<file path="config.mk">
export PLATFORM = sky130hd
export DESIGN_NAME = charlieplex_digit_display_scan_flat
export DESIGN_NICKNAME = d
export VERILOG_FILES = /design/src/hdl/cpds_pkg.sv /design/src/hdl/cpds_if.sv /design/src/hdl/charlieplex_digit_display_scan.sv /design/src/flat_wrapper.sv
export VERILOG_INCLUDE_DIRS = /design/src /design/src/hdl
export SDC_FILE = /design/constraint.sdc
export NUM_CORES = 1
export LEC_CHECK = 0
export BUFFER_PORTS_ARGS = -buffer_cell sky130_fd_sc_hd__buf_2
export CAP_MARGIN = 20
export CORE_MARGIN = 1
export CORE_UTILIZATION = 55
export DETAILED_ROUTE_END_ITERATION = 8
export GPL_TIMING_DRIVEN = 0
export PLACE_DENSITY = 0.74
export RECOVER_POWER = 100
export SYNTH_ARGS = -nofsm -noshare
export SYNTH_HDL_FRONTEND = slang
export SYNTH_SLANG_ARGS = --single-unit
</file>
<file path="constraint.sdc">
create_clock -name clk_i -period 7.14 [get_ports clk_i]
set_input_delay 0.714 -clock clk_i [delete_from_list [all_inputs] [get_ports clk_i]]
set_output_delay 0.714 -clock clk_i [all_outputs]
set_load 0.02 [all_outputs]
</file>
<file path="src/hdl/assert_macros.svh">
// Assertion macros used by the RTL file of the display scanner.
`ifndef ASSERT_MACROS_SVH
`define ASSERT_MACROS_SVH

// Immediate-style concurrent check, sampled on the rising clock, off in reset
`define CPDS_ASSERT(lbl, clk, rstn, prop, msg) \
  lbl: assert property (@(posedge clk) disable iff (!rstn) (prop)) else $error(msg);

// Implication check: when ante holds, cons must hold in the next cycle
`define CPDS_ASSERT_NEXT(lbl, clk, rstn, ante, cons, msg) \
  lbl: assert property (@(posedge clk) disable iff (!rstn) (ante) |=> (cons)) else $error(msg);

`endif

</file>
<file path="src/hdl/cpds_pkg.sv">
// Package: types, constants and the digit encoder of the charlieplexed display scanner.
`default_nettype none

package cpds_pkg;

  // Command codes on the action field
  typedef enum logic [2:0] {
    ACT_TICK    = 3'd0,
    ACT_NUMBER  = 3'd1,
    ACT_CHARGE  = 3'd2,
    ACT_PERCENT = 3'd3,
    ACT_CLEAR   = 3'd4
  } action_e;

  localparam int unsigned NumPins  = 5;
  localparam int unsigned ImgBits  = 18;
  localparam int unsigned DigBits  = 16;

  // Image bit positions of the icons
  localparam int unsigned BitCharge  = 16;
  localparam int unsigned BitPercent = 17;

  localparam logic [7:0] NumMax   = 8'd199;
  localparam logic [2:0] PhaseMin = 3'd1;
  localparam logic [2:0] PhaseMax = 3'd5;

  // Seven-segment font, bit 0 = a ... bit 6 = g
  localparam logic [6:0] DIGIT_FONT [0:9] = '{
    7'h3F, 7'h06, 7'h5B, 7'h4F, 7'h66, 7'h6D, 7'h7D, 7'h07, 7'h7F, 7'h6F
  };

  typedef logic [ImgBits-1:0] image_t;
  typedef logic [NumPins-1:0] pins_t;

  // Digit segments for a value 0..199 with leading zeros blanked
  function automatic logic [DigBits-1:0] number_segments(logic [7:0] num);
    logic [6:0]         rem;
    logic [14:0]        prod;
    logic [3:0]         tens;
    logic [6:0]         tens_x10;
    logic [3:0]         units;
    logic [DigBits-1:0] seg;
    rem      = (num >= 8'd100) ? 7'(num - 8'd100) : num[6:0];
    // rem / 10 by reciprocal, exact for rem below 100
    prod     = 15'(rem) * 15'd205;
    tens     = prod[14:11];
    tens_x10 = 7'({3'b000, tens}) * 7'd10;
    units    = 4'(rem - tens_x10);
    seg      = '0;
    seg[6:0] = DIGIT_FONT[units];
    if (num >= 8'd10) begin
      seg[13:7] = DIGIT_FONT[tens];
    end
    if (num >= 8'd100) begin
      seg[15:14] = 2'b11;
    end
    return seg;
  endfunction

endpackage

`default_nettype wire

</file>
<file path="src/hdl/cpds_if.sv">
// Valid/ready channel interfaces: command beats in, pin pattern beats out.
`default_nettype none

interface cpds_cmd_if;
  logic       valid;
  logic       ready;
  logic [2:0] action;
  logic [7:0] value;

  modport source (output valid, output action, output value, input ready);
  modport sink   (input valid, input action, input value, output ready);
endinterface

interface cpds_pin_if;
  logic       valid;
  logic       ready;
  logic [4:0] pin_drive;
  logic [4:0] pin_level;
  logic [2:0] scan_phase;

  modport source (output valid, output pin_drive, output pin_level, output scan_phase,
                  input ready);
  modport sink   (input valid, input pin_drive, input pin_level, input scan_phase,
                  output ready);
endinterface

`default_nettype wire

</file>
<file path="src/hdl/charlieplex_digit_display_scan.sv">
// Charlieplexed 18-segment display scanner: command register, image/phase state, pin register.
//
// Channels: cmd_i takes command beats (action, value); pin_o delivers one pin pattern
// beat for every scan tick. Both are valid/ready; a beat moves when both are high.
// Set-number, icon and clear commands update the segment image and give no beat.
// Commands 5..7 and numbers above 199 are dropped without effect.
//
// Path: a command is captured in an input register and decoded against the segment
// image and scan phase when it leaves that register; a tick's pattern is then loaded
// into the output register, which drives pin_o.valid.
// Throughput: one command per cycle, sustained while pin_o.ready is high. The single
// output register is the only pattern buffer, so a stalled receiver holds the pattern there;
// the input register still takes one more beat, and a non-tick command keeps flowing
// since it needs no output slot.
//
// Reset (asynchronous, active low): image cleared, scan phase 1, both registers empty.
`default_nettype none

`include "assert_macros.svh"

module charlieplex_digit_display_scan
  import cpds_pkg::*;
(
  input  wire             clk_i,
  input  wire             rst_ni,
  cpds_cmd_if.sink        cmd_i,
  cpds_pin_if.source      pin_o
);

  // Input register
  logic       in_valid_q;
  logic [2:0] in_action_q;
  logic [7:0] in_value_q;

  // State
  image_t     image_q, image_d;
  logic [2:0] phase_q, phase_d;

  // Output register
  logic       out_valid_q;
  pins_t      out_drive_q, out_drive_d;
  pins_t      out_level_q, out_level_d;
  logic [2:0] out_phase_q;

  logic       in_tick;
  logic       out_free;
  logic       in_go;
  logic [2:0] eff_phase;

  // Terms used by the checks
  logic       tick_go;
  logic       clear_go;
  logic       phase_ok;
  logic       level_ok;

  // Stage handshake
  assign in_tick     = (in_action_q == ACT_TICK);
  assign out_free    = !out_valid_q || pin_o.ready;
  assign in_go       = in_valid_q && (!in_tick || out_free);
  assign cmd_i.ready = !in_valid_q || in_go;

  always_ff @(posedge clk_i or negedge rst_ni) begin
    if (!rst_ni) begin
      in_valid_q <= 1'b0;
    end else if (cmd_i.ready) begin
      in_valid_q <= cmd_i.valid;
    end
  end

  always_ff @(posedge clk_i) begin
    if (cmd_i.ready && cmd_i.valid) begin
      in_action_q <= cmd_i.action;
      in_value_q  <= cmd_i.value;
    end
  end

  // Out-of-range phase scans as phase 1
  assign eff_phase = (phase_q < PhaseMin || phase_q > PhaseMax) ? PhaseMin : phase_q;

  // Image and phase update
  always_comb begin
    image_d = image_q;
    phase_d = phase_q;
    if (in_go) begin
      case (in_action_q)
        ACT_TICK: begin
          phase_d = (eff_phase >= PhaseMax) ? PhaseMin : 3'(eff_phase + 3'd1);
        end
        ACT_NUMBER: begin
          if (in_value_q <= NumMax) begin
            image_d[DigBits-1:0] = number_segments(in_value_q);
          end
        end
        ACT_CHARGE: begin
          image_d[BitCharge] = (in_value_q != 8'd0);
        end
        ACT_PERCENT: begin
          image_d[BitPercent] = (in_value_q != 8'd0);
        end
        ACT_CLEAR: begin
          image_d = '0;
        end
        default: begin
        end
      endcase
    end
  end

  always_ff @(posedge clk_i or negedge rst_ni) begin
    if (!rst_ni) begin
      image_q <= '0;
      phase_q <= PhaseMin;
    end else begin
      image_q <= image_d;
      phase_q <= phase_d;
    end
  end

  // Pin pattern: phase pin high, mapped lit segments pull their pins low
  always_comb begin
    out_level_d = '0;
    case (eff_phase)
      3'd2: begin
        out_level_d    = 5'b00010;
        out_drive_d    = out_level_d;
        out_drive_d[0] = image_q[1];
        out_drive_d[2] = image_q[7];
        out_drive_d[3] = image_q[15];
        out_drive_d[4] = image_q[BitPercent];
      end
      3'd3: begin
        out_level_d    = 5'b00100;
        out_drive_d    = out_level_d;
        out_drive_d[0] = image_q[3];
        out_drive_d[1] = image_q[8];
        out_drive_d[3] = image_q[14];
        out_drive_d[4] = image_q[BitCharge];
      end
      3'd4: begin
        out_level_d    = 5'b01000;
        out_drive_d    = out_level_d;
        out_drive_d[0] = image_q[5];
        out_drive_d[1] = image_q[10];
        out_drive_d[2] = image_q[9];
      end
      3'd5: begin
        out_level_d    = 5'b10000;
        out_drive_d    = out_level_d;
        out_drive_d[0] = image_q[6];
        out_drive_d[1] = image_q[11];
        out_drive_d[2] = image_q[12];
        out_drive_d[3] = image_q[13];
      end
      default: begin
        out_level_d    = 5'b00001;
        out_drive_d    = out_level_d;
        out_drive_d[1] = image_q[0];
        out_drive_d[2] = image_q[2];
        out_drive_d[3] = image_q[4];
      end
    endcase
  end

  // Output register
  always_ff @(posedge clk_i or negedge rst_ni) begin
    if (!rst_ni) begin
      out_valid_q <= 1'b0;
    end else if (out_free) begin
      out_valid_q <= in_go && in_tick;
    end
  end

  always_ff @(posedge clk_i) begin
    if (in_go && in_tick) begin
      out_drive_q <= out_drive_d;
      out_level_q <= out_level_d;
      out_phase_q <= eff_phase;
    end
  end

  assign pin_o.valid      = out_valid_q;
  assign pin_o.pin_drive  = out_drive_q;
  assign pin_o.pin_level  = out_level_q;
  assign pin_o.scan_phase = out_phase_q;

  // Checks
  assign tick_go  = in_go && in_tick;
  assign clear_go = in_go && (in_action_q == ACT_CLEAR);
  assign phase_ok = (phase_q >= PhaseMin) && (phase_q <= PhaseMax);
  assign level_ok = !out_valid_q ||
                    ($onehot(out_level_q) && ((out_level_q & ~out_drive_q) == 5'd0));

  `CPDS_ASSERT(a_phase_range, clk_i, rst_ni, phase_ok, "scan phase left 1..5")
  `CPDS_ASSERT(a_level_onehot, clk_i, rst_ni, level_ok, "high pin not single or not driven")
  `CPDS_ASSERT_NEXT(a_tick_advance, clk_i, rst_ni, tick_go, phase_q != $past(phase_q), "phase held")
  `CPDS_ASSERT_NEXT(a_clear_blank, clk_i, rst_ni, clear_go, image_q == '0, "segments still lit")

endmodule

`default_nettype wire
</file>
<file path="src/flat_wrapper.sv">
// flat-port wrapper written by rule: the top's interface ports become plain ports
module charlieplex_digit_display_scan_flat import cpds_pkg::*;
  (clk_i, rst_ni, cmd_i_valid, cmd_i_action, cmd_i_value, cmd_i_ready, pin_o_valid, pin_o_pin_drive, pin_o_pin_level, pin_o_scan_phase, pin_o_ready);
  cpds_cmd_if cmd_i_i ();
  cpds_pin_if pin_o_i ();
  input  wire clk_i;
  input  wire rst_ni;
  input wire logic [$bits(cmd_i_i.valid)-1:0] cmd_i_valid;
  input wire logic [$bits(cmd_i_i.action)-1:0] cmd_i_action;
  input wire logic [$bits(cmd_i_i.value)-1:0] cmd_i_value;
  output wire logic [$bits(cmd_i_i.ready)-1:0] cmd_i_ready;
  output wire logic [$bits(pin_o_i.valid)-1:0] pin_o_valid;
  output wire logic [$bits(pin_o_i.pin_drive)-1:0] pin_o_pin_drive;
  output wire logic [$bits(pin_o_i.pin_level)-1:0] pin_o_pin_level;
  output wire logic [$bits(pin_o_i.scan_phase)-1:0] pin_o_scan_phase;
  input wire logic [$bits(pin_o_i.ready)-1:0] pin_o_ready;
  assign cmd_i_i.valid = cmd_i_valid;
  assign cmd_i_i.action = cmd_i_action;
  assign cmd_i_i.value = cmd_i_value;
  assign cmd_i_ready = cmd_i_i.ready;
  assign pin_o_valid = pin_o_i.valid;
  assign pin_o_pin_drive = pin_o_i.pin_drive;
  assign pin_o_pin_level = pin_o_i.pin_level;
  assign pin_o_scan_phase = pin_o_i.scan_phase;
  assign pin_o_i.ready = pin_o_ready;
  charlieplex_digit_display_scan u_core (.clk_i(clk_i), .rst_ni(rst_ni), .cmd_i(cmd_i_i), .pin_o(pin_o_i));
endmodule
</file>
==> results_dict.tcl, run 1 <==
set metrics [dict create \
    status "complete, no violations" \
    yosysTopAreaCell "edfxtp_1" \
    synth_cell_types 58 \
    irDropWorstVdd_uv 182 \
    worstSetupPathType "reg2reg" \
    yosysTopAreaCellShare 0.211 \
    worst_ep_required_time_ns 7.37 \
    diodes 0 \
    clock_latency_ns 0.30 \
    drtIter0Drc 113 \
    grt_pass1_wl_mm 10.7 \
    post-place-ws_ns 0.00246 \
    fin_cells 452 \
    drive_gt1_frac 0.143 \
    postSynthCellCount 332 \
    gp_congestion 0.822 \
    yosys_warnings 0 \
    tightest_slew_ns 1.11 \
    die_area_um2 6530 \
    leakagePower_nw 1.81 \
    clk_root_buffer_cell "clkbuf_8" \
    wire_per_inst_um 14.3 \
    die_w_um 80.8 \
    ys_seq_elements 46 \
    pin_count 30 \
    synth.most_common_cell "ha_1" \
    fmax_mhz 147 \
    power_density_nw_per_um2 368 \
    area_delta_synth_final_pct 12.7 \
    grt_max_degree 23 \
    wirelength_mm 6.47 \
    synthTopCellsByCount "49 x ha_1, 36 x inv_1, 32 x nand2_1, 24 x edfxtp_1, 21 x dfrtp_1" \
    dieHeight_um 80.8 \
    arrival_ns 7.06 \
    fin_util 0.647 \
    hold_slack_ns 0.485 \
    hold_violations 0 \
    synthesis.nets 405 \
    setup.worst_path.start_class "register" \
    seqCellArea_um2 1270 \
    cts_tree "yes" \
    vias 2530 \
    vias_per_cell 5.60 \
    clock_sinks 46 \
    initial_core_util 0.574 \
    synth_edf_count 24 \
    multiInputGateArea_um2 2040 \
    min_period_over_period 0.956 \
    track_usage 0.214 \
    fill_cells 482 \
    design_area_um2 3850 \
    crit_path_max_fanout 7 \
    place_area_um2 3660 \
    cts_max_level 2 \
    maxCapViolCount 0 \
    syn_area_um2 3420 \
    clk_pin_slew_ns 0.09 \
    worstSetupEndpointType "register" \
    ys_seq_area_frac 0.372 \
    finClkSkew_ns 0.00966 \
    drc_errors 0 \
    cts_made_buffers 5 \
    rows 28 \
    maxSlewHeadroom 0.263 \
    ys.flop_type "edfxtp_1" \
    grt_pass1_vias 2322 \
    fin_ws_ns 0.317 \
    dr.pass1.iters 4 \
    grt_antenna_before_repair 0 \
    port_buffers 29 \
    ys_top_cells_by_area "edfxtp_1 21%, ha_1 18%, dfrtp_1 15%" \
    drv_slew 0 \
    fin_nets 449 \
    cts-root-to-sink-buffers 2 \
    finalSetupViolCount 0 \
    fin_crit_ns 6.82 \
    synthArstFlopShare 0.478 \
    grt_overflow 0 \
    place_inst 436 \
    syn_avg_cell_area_um2 10.3 \
    antenna_left 0 \
    core-area_um2 5960 \
    min_path_type "reg2reg" \
    place_hpwl_mm 5.07 \
]
-- stage by stage --
stage | total power [mW] | TNS [ns]
3_3_place_gp | 1.21 | 0
4_1_cts | 1.40 | 0
6_report | 1.42 | 0
5_1_grt | 1.57 | -0.0237
2_1_floorplan | 1.07 | 0
3_5_place_dp | 1.24 | 0
-- area by class of cell --
type	count	share of cell area
Tap cell	75	0.0244
Multi-Input combinational cell	243	0.530
Buffer	7	0.00910
Clock inverter	2	0.00357
Sequential cell	46	0.330
Inverter	36	0.0351
Clock buffer	6	0.0188
Timing Repair Buffer	37	0.0484
-- timing repair --
| item | CTS | global route |
|---|---|---|
| endpoints found under the hold margin | 0 | 0 |
| resized for setup | 0 | 12 |
| hold buffers | 0 | 0 |
| setup endpoints to repair | 1 | 7 |
| setup buffers | 2 | 6 |
| cloned | 0 | 0 |
| pin swaps | 1 | 5 |
-- per-layer routing --
layer  routed length (um)  vias up  GRT usage
met2                 3260       44      0.361
met3                  195        7     0.0303
met5                    0        -          0
met4                   87        0     0.0821
li1                     -     1281          -
met1                 2930     1198      0.276
-- cell families after synthesis --
kind of cell               Yosys count  synth area share
buffers and inverters               43            0.0498
adders and majority gates           58             0.232
muxes                                3            0.0102
xor gates and xnor gates            10            0.0318
AOI/OAI and AO/OA                   71             0.150
and+or+nand+nor                    101             0.154
DFF                                 46             0.372
-- power by group --
part / internal (mW) / total [mW] / switching [mW]
Clock: 0.0691 / 0.155 / 0.0857
Combinational: 0.390 / 0.872 / 0.483
Sequential: 0.354 / 0.391 / 0.0371
Total: 0.813 / 1.42 / 0.606
-- placed cells by master (no fill, tap or decap), types with 3 or more instances in the layout --
master and instances:
xor2_1 3, nor2_1 14, and3_1 6, o21ai_0 14, dfrtp_1 21, buf_2 15
xnor2_1 3, inv_1 35, a221oi_1 4, buf_4 8, and2_1 4, nor3_1 8
o311ai_0 3, or2_2 3, nand2b_1 8, edfxtp_1 24, o31ai_1 4, and2_0 3
fa_1 9, a22oi_1 4, ha_1 47, nand3_1 8, a21o_1 4, a21oi_1 15
clkbuf_1 21, nand2_1 32, clkbuf_8 5
-- path summary, 6_finish.rpt --
path / start / endpoint / slack (ns) / cells past startpoint
max in group asynchronous: rst_ni / u_core.image_q[0]$_DFFE_PN0P_ / 5.88 / 1
max: u_core.in_value_q[2]$_DFFE_PP_ / u_core.image_q[4]$_DFFE_PN0P_ / 0.32 / 24
min: u_core.phase_q[0]$_DFFE_PN1P_ / u_core.phase_q[0]$_DFFE_PN1P_ / 0.48 / 2
min in group asynchronous: rst_ni / u_core.phase_q[2]$_DFFE_PN0P_ / 0.60 / 1
min reg2reg: u_core.phase_q[0]$_DFFE_PN1P_ / u_core.phase_q[0]$_DFFE_PN1P_ / 0.48 / 2
max reg2reg: u_core.in_value_q[2]$_DFFE_PP_ / u_core.image_q[4]$_DFFE_PN0P_ / 0.32 / 24
-- sequential cells by signal (all words and copies together) (netlist names) --
| name | flops |
|---|---|
| u_core.image_q | 17 |
| u_core.in_value_q | 8 |
| u_core.in_action_q | 3 |
| u_core.in_valid_q | 1 |
| u_core.phase_q | 3 |
| u_core.pin_o.valid | 1 |
| u_core.pin_o.pin_level | 5 |
| u_core.pin_o.scan_phase | 3 |
| u_core.pin_o.pin_drive | 5 |
-- critical path, cell delays in order (launching register included) --
cell and delay, ns:
edfxtp_1 0.43, buf_4 0.19, or3_1 0.35, a21oi_1 0.51, nor2_1 0.16, nor2_1 0.23, or2_2 0.17, inv_1 0.05
fa_1 0.41, inv_1 0.09, fa_1 0.43, ha_1 0.30, ha_1 0.31, a41o_1 0.26, a221oi_2 0.27, nand2_1 0.14
or3_4 0.42, a21o_1 0.23, xor2_2 0.20, fa_1 0.46, xnor2_1 0.18, xnor3_1 0.28, xnor2_2 0.24, mux2_4 0.33
o21ai_2 0.10
Power figures use the tool's default switching activity.
==> run 2, diff against run 1 <==
Settings changed: CORE_ASPECT_RATIO from default to 1.75, MAX_ROUTING_LAYER from default to met4.
==> run 2 against run 1 <==
Clock power is 21% higher. Critical path type unchanged. Global-route usage is 1.5 points higher. First-iteration DRC count is 16% lower.
==> results_dict.tcl, run 2 (synthesis gave the netlist of run 1 again) <==
set metrics [dict create \
    status "complete, no violations" \
    wl_met1_mm 2.34 \
    fmax_mhz 144 \
    cp_top_family "adder cells" \
    worstSetupPathType "reg2reg" \
    drv_slew 0 \
    critPathMaxStageDelay_ns 0.50 \
    wirelength_mm 6.67 \
    largestRegisters "u_core.image_q x17, u_core.in_value_q x8" \
    final_cell_mix "46 x ha_1, 35 x inv_1, 32 x nand2_1" \
    routed.top_layer "met4" \
    min_period_over_period 0.971 \
    hold_slack_ns 0.489 \
    gp_congestion 0.913 \
    wire_per_inst_um 14.6 \
    grt_pass1_vias 2506 \
    holdBufCountCts 0 \
    place_hpwl_mm 5.28 \
    ff2ff_setup_slack_ns 0.21 \
    cts_made_buffers 5 \
    cts_max_level 2 \
    clock_latency_ns 0.30 \
    irDropWorstVdd_uv 189 \
    finClkSkew_ns 0.00468 \
    cp_num_buf_inv 3 \
    antenna_left 0 \
    regMostFlops "u_core.image_q" \
    initial_core_util 0.577 \
    drc_errors 0 \
    worstSetupEndpointType "register" \
    grt_max_degree 23 \
    maxCapViolCount 0 \
    tightest_slew_ns 1.11 \
    leakagePower_nw 1.82 \
    crit_top_cell "fa_1" \
    drive_gt1_frac 0.145 \
    pin_count 30 \
    power_mw 1.46 \
    die_w_um 61.6 \
    grt_pass1_wl_mm 10.9 \
    area_delta_synth_final_pct 13.7 \
    rows 37 \
    clk_pin_slew_ns 0.08 \
    power_density_nw_per_um2 377 \
    maxSlewHeadroom 0.257 \
    met3WireLength_um 195 \
    wl_met2_mm 3.78 \
    grt_overflow 0 \
    setup.worst_path.start_class "register" \
    min_path_type "reg2reg" \
    fin_ws_ns 0.206 \
    vias_per_cell 5.69 \
    vias 2601 \
    clock_sinks 46 \
    drtIter0Drc 95 \
    dr.pass1.iters 4 \
    fin_crit_ns 6.93 \
    crit_path_max_fanout 7 \
    core-area_um2 5930 \
    largest_reg_flops 17 \
    grt_antenna_before_repair 0 \
    hold_violations 0 \
    dieHeight_um 106 \
    clk_root_buffer_cell "clkbuf_8" \
    diodes 0 \
    die_area_um2 6550 \
    cts-root-to-sink-buffers 2 \
    track_usage 0.229 \
    worst_ep_required_time_ns 7.37 \
    cts_tree "yes" \
    cp_slowest_cell "fa_1" \
    post-place-ws_ns -0.0359 \
    port_buffers 29 \
    finalSetupViolCount 0 \
    arrival_ns 7.16 \
    final_common_cell "ha_1" \
    fin_nets 451 \
]
[run 2: cell count changes in the layout (fill, tap and decap cells not counted), sizes merged]
cell	before	now
clkinv	2	0
clkbuf	26	27
bufinv	0	1
buf	24	26
[run 2: path summary, 6_finish.rpt]
| check | startpoint | to | depth (start not counted) |
|---|---|---|---|
| max | u_core.in_value_q[3]$_DFFE_PP_ | u_core.image_q[4]$_DFFE_PN0P_ | 25 |
| min | u_core.image_q[2]$_DFFE_PN0P_ | u_core.image_q[2]$_DFFE_PN0P_ | 1 |
| max reg2reg | u_core.in_value_q[3]$_DFFE_PP_ | u_core.image_q[4]$_DFFE_PN0P_ | 25 |
| min reg2reg | u_core.image_q[2]$_DFFE_PN0P_ | u_core.image_q[2]$_DFFE_PN0P_ | 1 |
| max in group asynchronous | rst_ni | u_core.image_q[8]$_DFFE_PN0P_ | 1 |
| min in group asynchronous | rst_ni | u_core.in_valid_q$_DFFE_PN0N_ | 1 |
[run 2: cell type report]
type	count	area, um2
sequential	46	1270
tap	78	97.6
fill	506	2040
inverter	36	135
clock inverter	1	30.0
buffer	7	35.0
timing repair buffer	39	201
clock buffer	7	76.3
multi-input combinational	243	2040
[run 2: report_power, final]
part / total, mW / switching (mW) / internal, mW
sequential: 0.389 / 0.0352 / 0.354
clock: 0.187 / 0.0824 / 0.105
combinational: 0.887 / 0.499 / 0.388
[run 2: metal layers]
| layer | up-vias | global-route usage |
|---|---|---|
| met5 | - | - |
| met4 | 0 | 0.133 |
| met3 | 28 | 0.0255 |
| met2 | 68 | 0.403 |
| met1 | 1229 | 0.229 |
| li1 | 1276 | - |
[run 2: stage by stage]
stage | utilization | std cells | area [um2] | TNS, ns
global route | 0.656 | 457 | 3890 | -0.264
finish | 0.656 | 457 | 3890 | 0
detailed placement | 0.618 | 439 | 3660 | -0.0359
global placement | 0.618 | 439 | 3660 | 0
CTS | 0.638 | 448 | 3780 | 0
floorplan | - | 332 | 3420 | 0
[run 2: timing repair]
item / 4_1_cts / 5_1_grt
setup endpoints to repair: 1 / 7
resized for setup: 1 / 11
pin swaps: 1 / 6
setup buffers: 1 / 9
==> run 3, diff against run 2 <==
Settings changed: CORE_UTILIZATION 55 to 60, PLACE_DENSITY 0.74 to 0.8.
==> run 3 against run 2 <==
Final area is 0.16% higher. Final cell count is 0.88% lower. Sequential power hardly changed. Routed wire length is 8.3% higher. Non-clock buffer count is 2 lower. Sequential share of layout area is 0.053 points lower. First-iteration DRC count is 6.3% lower. Utilization is 4.7 points higher. Global-route usage is 3.1 points higher. Via count is 1.8% higher. Critical path depth stayed put. Combinational power is 3.3% higher. Critical endpoint unchanged. Largest power group unchanged.
==> results_dict.tcl, run 3 (synthesis gave the netlist of run 1 again) <==
set metrics [dict create \
    clock_sinks 46 \
    min_period_over_period 0.988 \
    drive_gt1_frac 0.149 \
    pin_count 30 \
    setup.worst_path.start_class "register" \
    crit_path_max_fanout 7 \
    diodes 0 \
    leakagePower_nw 1.82 \
    whs_endpoint "u_core.image_q[2]$_DFFE_PN0P_" \
    fin_util 0.703 \
    antenna_left 0 \
    vias 2649 \
    worst_ep_required_time_ns 7.38 \
    design_area_um2 3890 \
    whs_path_depth 1 \
    area_delta_synth_final_pct 13.9 \
    grt_pass1_wl_mm 11.6 \
    grt_pass1_vias 2655 \
    place_area_um2 3660 \
    crit_start "u_core.in_value_q[3]$_DFFE_PP_" \
    maxSlewHeadroom 0.249 \
    regMostFlops "u_core.image_q" \
    die_area_um2 6010 \
    core-area_um2 5540 \
    drc_errors 0 \
    gp_congestion 0.924 \
    worstSetupPathType "reg2reg" \
    power_density_nw_per_um2 385 \
    holdBufCountCts 0 \
    final_common_cell "ha_1" \
    tightest_slew_ns 1.13 \
    wirelength_mm 7.22 \
    r2r_cells 25 \
    hold_violations 0 \
    min_path_type "reg2reg" \
    status "complete, no violations" \
    post-place-ws_ns -0.0836 \
    power_mw 1.50 \
    worstReg2RegStart "u_core.in_value_q[3]$_DFFE_PP_" \
    fin_crit_ns 7.06 \
    largest_reg_flops 17 \
    initial_core_util 0.617 \
    dieHeight_um 102 \
    largestRegisters "u_core.image_q x17, u_core.in_value_q x8" \
    r2r_end "u_core.image_q[4]$_DFFE_PN0P_" \
    clk_pin_slew_ns 0.09 \
    seqCellArea_um2 1270 \
    fmax_mhz 142 \
    grt_overflow 0 \
    cts_made_buffers 5 \
    vias_per_cell 5.85 \
    dr.pass1.iters 4 \
    drtIter0Drc 89 \
    min_from "u_core.image_q[2]$_DFFE_PN0P_" \
    fin_ws_ns 0.0844 \
    cts-root-to-sink-buffers 2 \
    drv_slew 0 \
    maxCapViolCount 0 \
    multiInputGateArea_um2 2060 \
    grt_antenna_before_repair 0 \
    clk_root_buffer_cell "clkbuf_8" \
    final_cell_mix "46 x ha_1, 34 x inv_1, 32 x nand2_1" \
    cts_tree "yes" \
    clock_latency_ns 0.30 \
    fill_cells 414 \
    place_hpwl_mm 5.46 \
    fin_nets 449 \
    port_buffers 29 \
    worstSetupEndpointType "register" \
    finClkSkew_ns 0.0144 \
    finalSetupViolCount 0 \
    ff2ff_setup_slack_ns 0.08 \
    wire_per_inst_um 15.9 \
    tns_ns 0 \
    grt_max_degree 23 \
    arrival_ns 7.29 \
    die_w_um 59.1 \
    track_usage 0.260 \
    cts_max_level 2 \
    irDropWorstVdd_uv 278 \
    rows 36 \
]
==> run 3: through the flow <==
stage          cells  hold slack [ns]
6_report         453            0.485
3_5_place_dp     437            0.469
4_1_cts          446            0.368
3_3_place_gp     437            0.464
2_1_floorplan    332            0.418
5_1_grt          453            0.521
==> run 3: where the power goes <==
group	leakage, nW	switching, mW	total, mW	internal [mW]
logic	1.26	0.521	0.916	0.395
registers	0.502	0.0352	0.389	0.354
clock network	0.0585	0.0884	0.193	0.105
==> run 3: how the worst max path moves through the flow <==
stage                                         end  slack, ns  depth (start not counted)
floorplan           u_core.image_q[4]$_DFFE_PN0P_       0.61                         25
global placement    u_core.image_q[4]$_DFFE_PN0P_       0.08                         25
detailed placement  u_core.image_q[4]$_DFFE_PN0P_      -0.08                         25
CTS                 u_core.image_q[4]$_DFFE_PN0P_       0.07                         25
global route        u_core.image_q[4]$_DFFE_PN0P_      -0.12                         25
finish              u_core.image_q[4]$_DFFE_PN0P_       0.08                         25
==> run 3: area by class of cell <==
class | instances | share of cell area
inverter | 36 | 0.0347
multi-input combinational | 243 | 0.528
tap | 76 | 0.0244
clock buffer | 5 | 0.0177
buffer | 7 | 0.00900
clock inverter | 3 | 0.0113
sequential | 46 | 0.327
timing repair buffer | 37 | 0.0476
==> run 3: repair_timing <==
item / CTS / global route
buffers inserted: 1 / 7
pin swaps: 1 / 5
gates resized for setup: 1 / 14
setup endpoints to repair: 7 / 7
==> run 3: routing by layer <==
layer,track usage,up-vias,part of all wire
li1,-,1272,-
met1,0.251,1278,0.35
met2,0.492,75,0.58
met3,0.0278,24,0.025
met4,0.128,0,0.035
met5,-,-,0
==> run 3: worst max-delay path, stage by stage (launching register included) <==
cell and delay (ns):
edfxtp_1 0.48, inv_2 0.18, ha_4 0.18, nand2b_1 0.13
a221oi_4 0.40, buf_4 0.22, xnor2_1 0.18, ha_1 0.38
inv_1 0.07, fa_1 0.36, inv_1 0.08, fa_1 0.42
ha_1 0.31, ha_1 0.32, a41o_1 0.25, a221oi_2 0.25
nand2_1 0.16, or3_4 0.44, a21o_1 0.24, xor2_2 0.21
fa_1 0.49, xnor2_1 0.23, xnor3_1 0.30, xnor2_2 0.28
mux2_4 0.33, o21ai_2 0.10
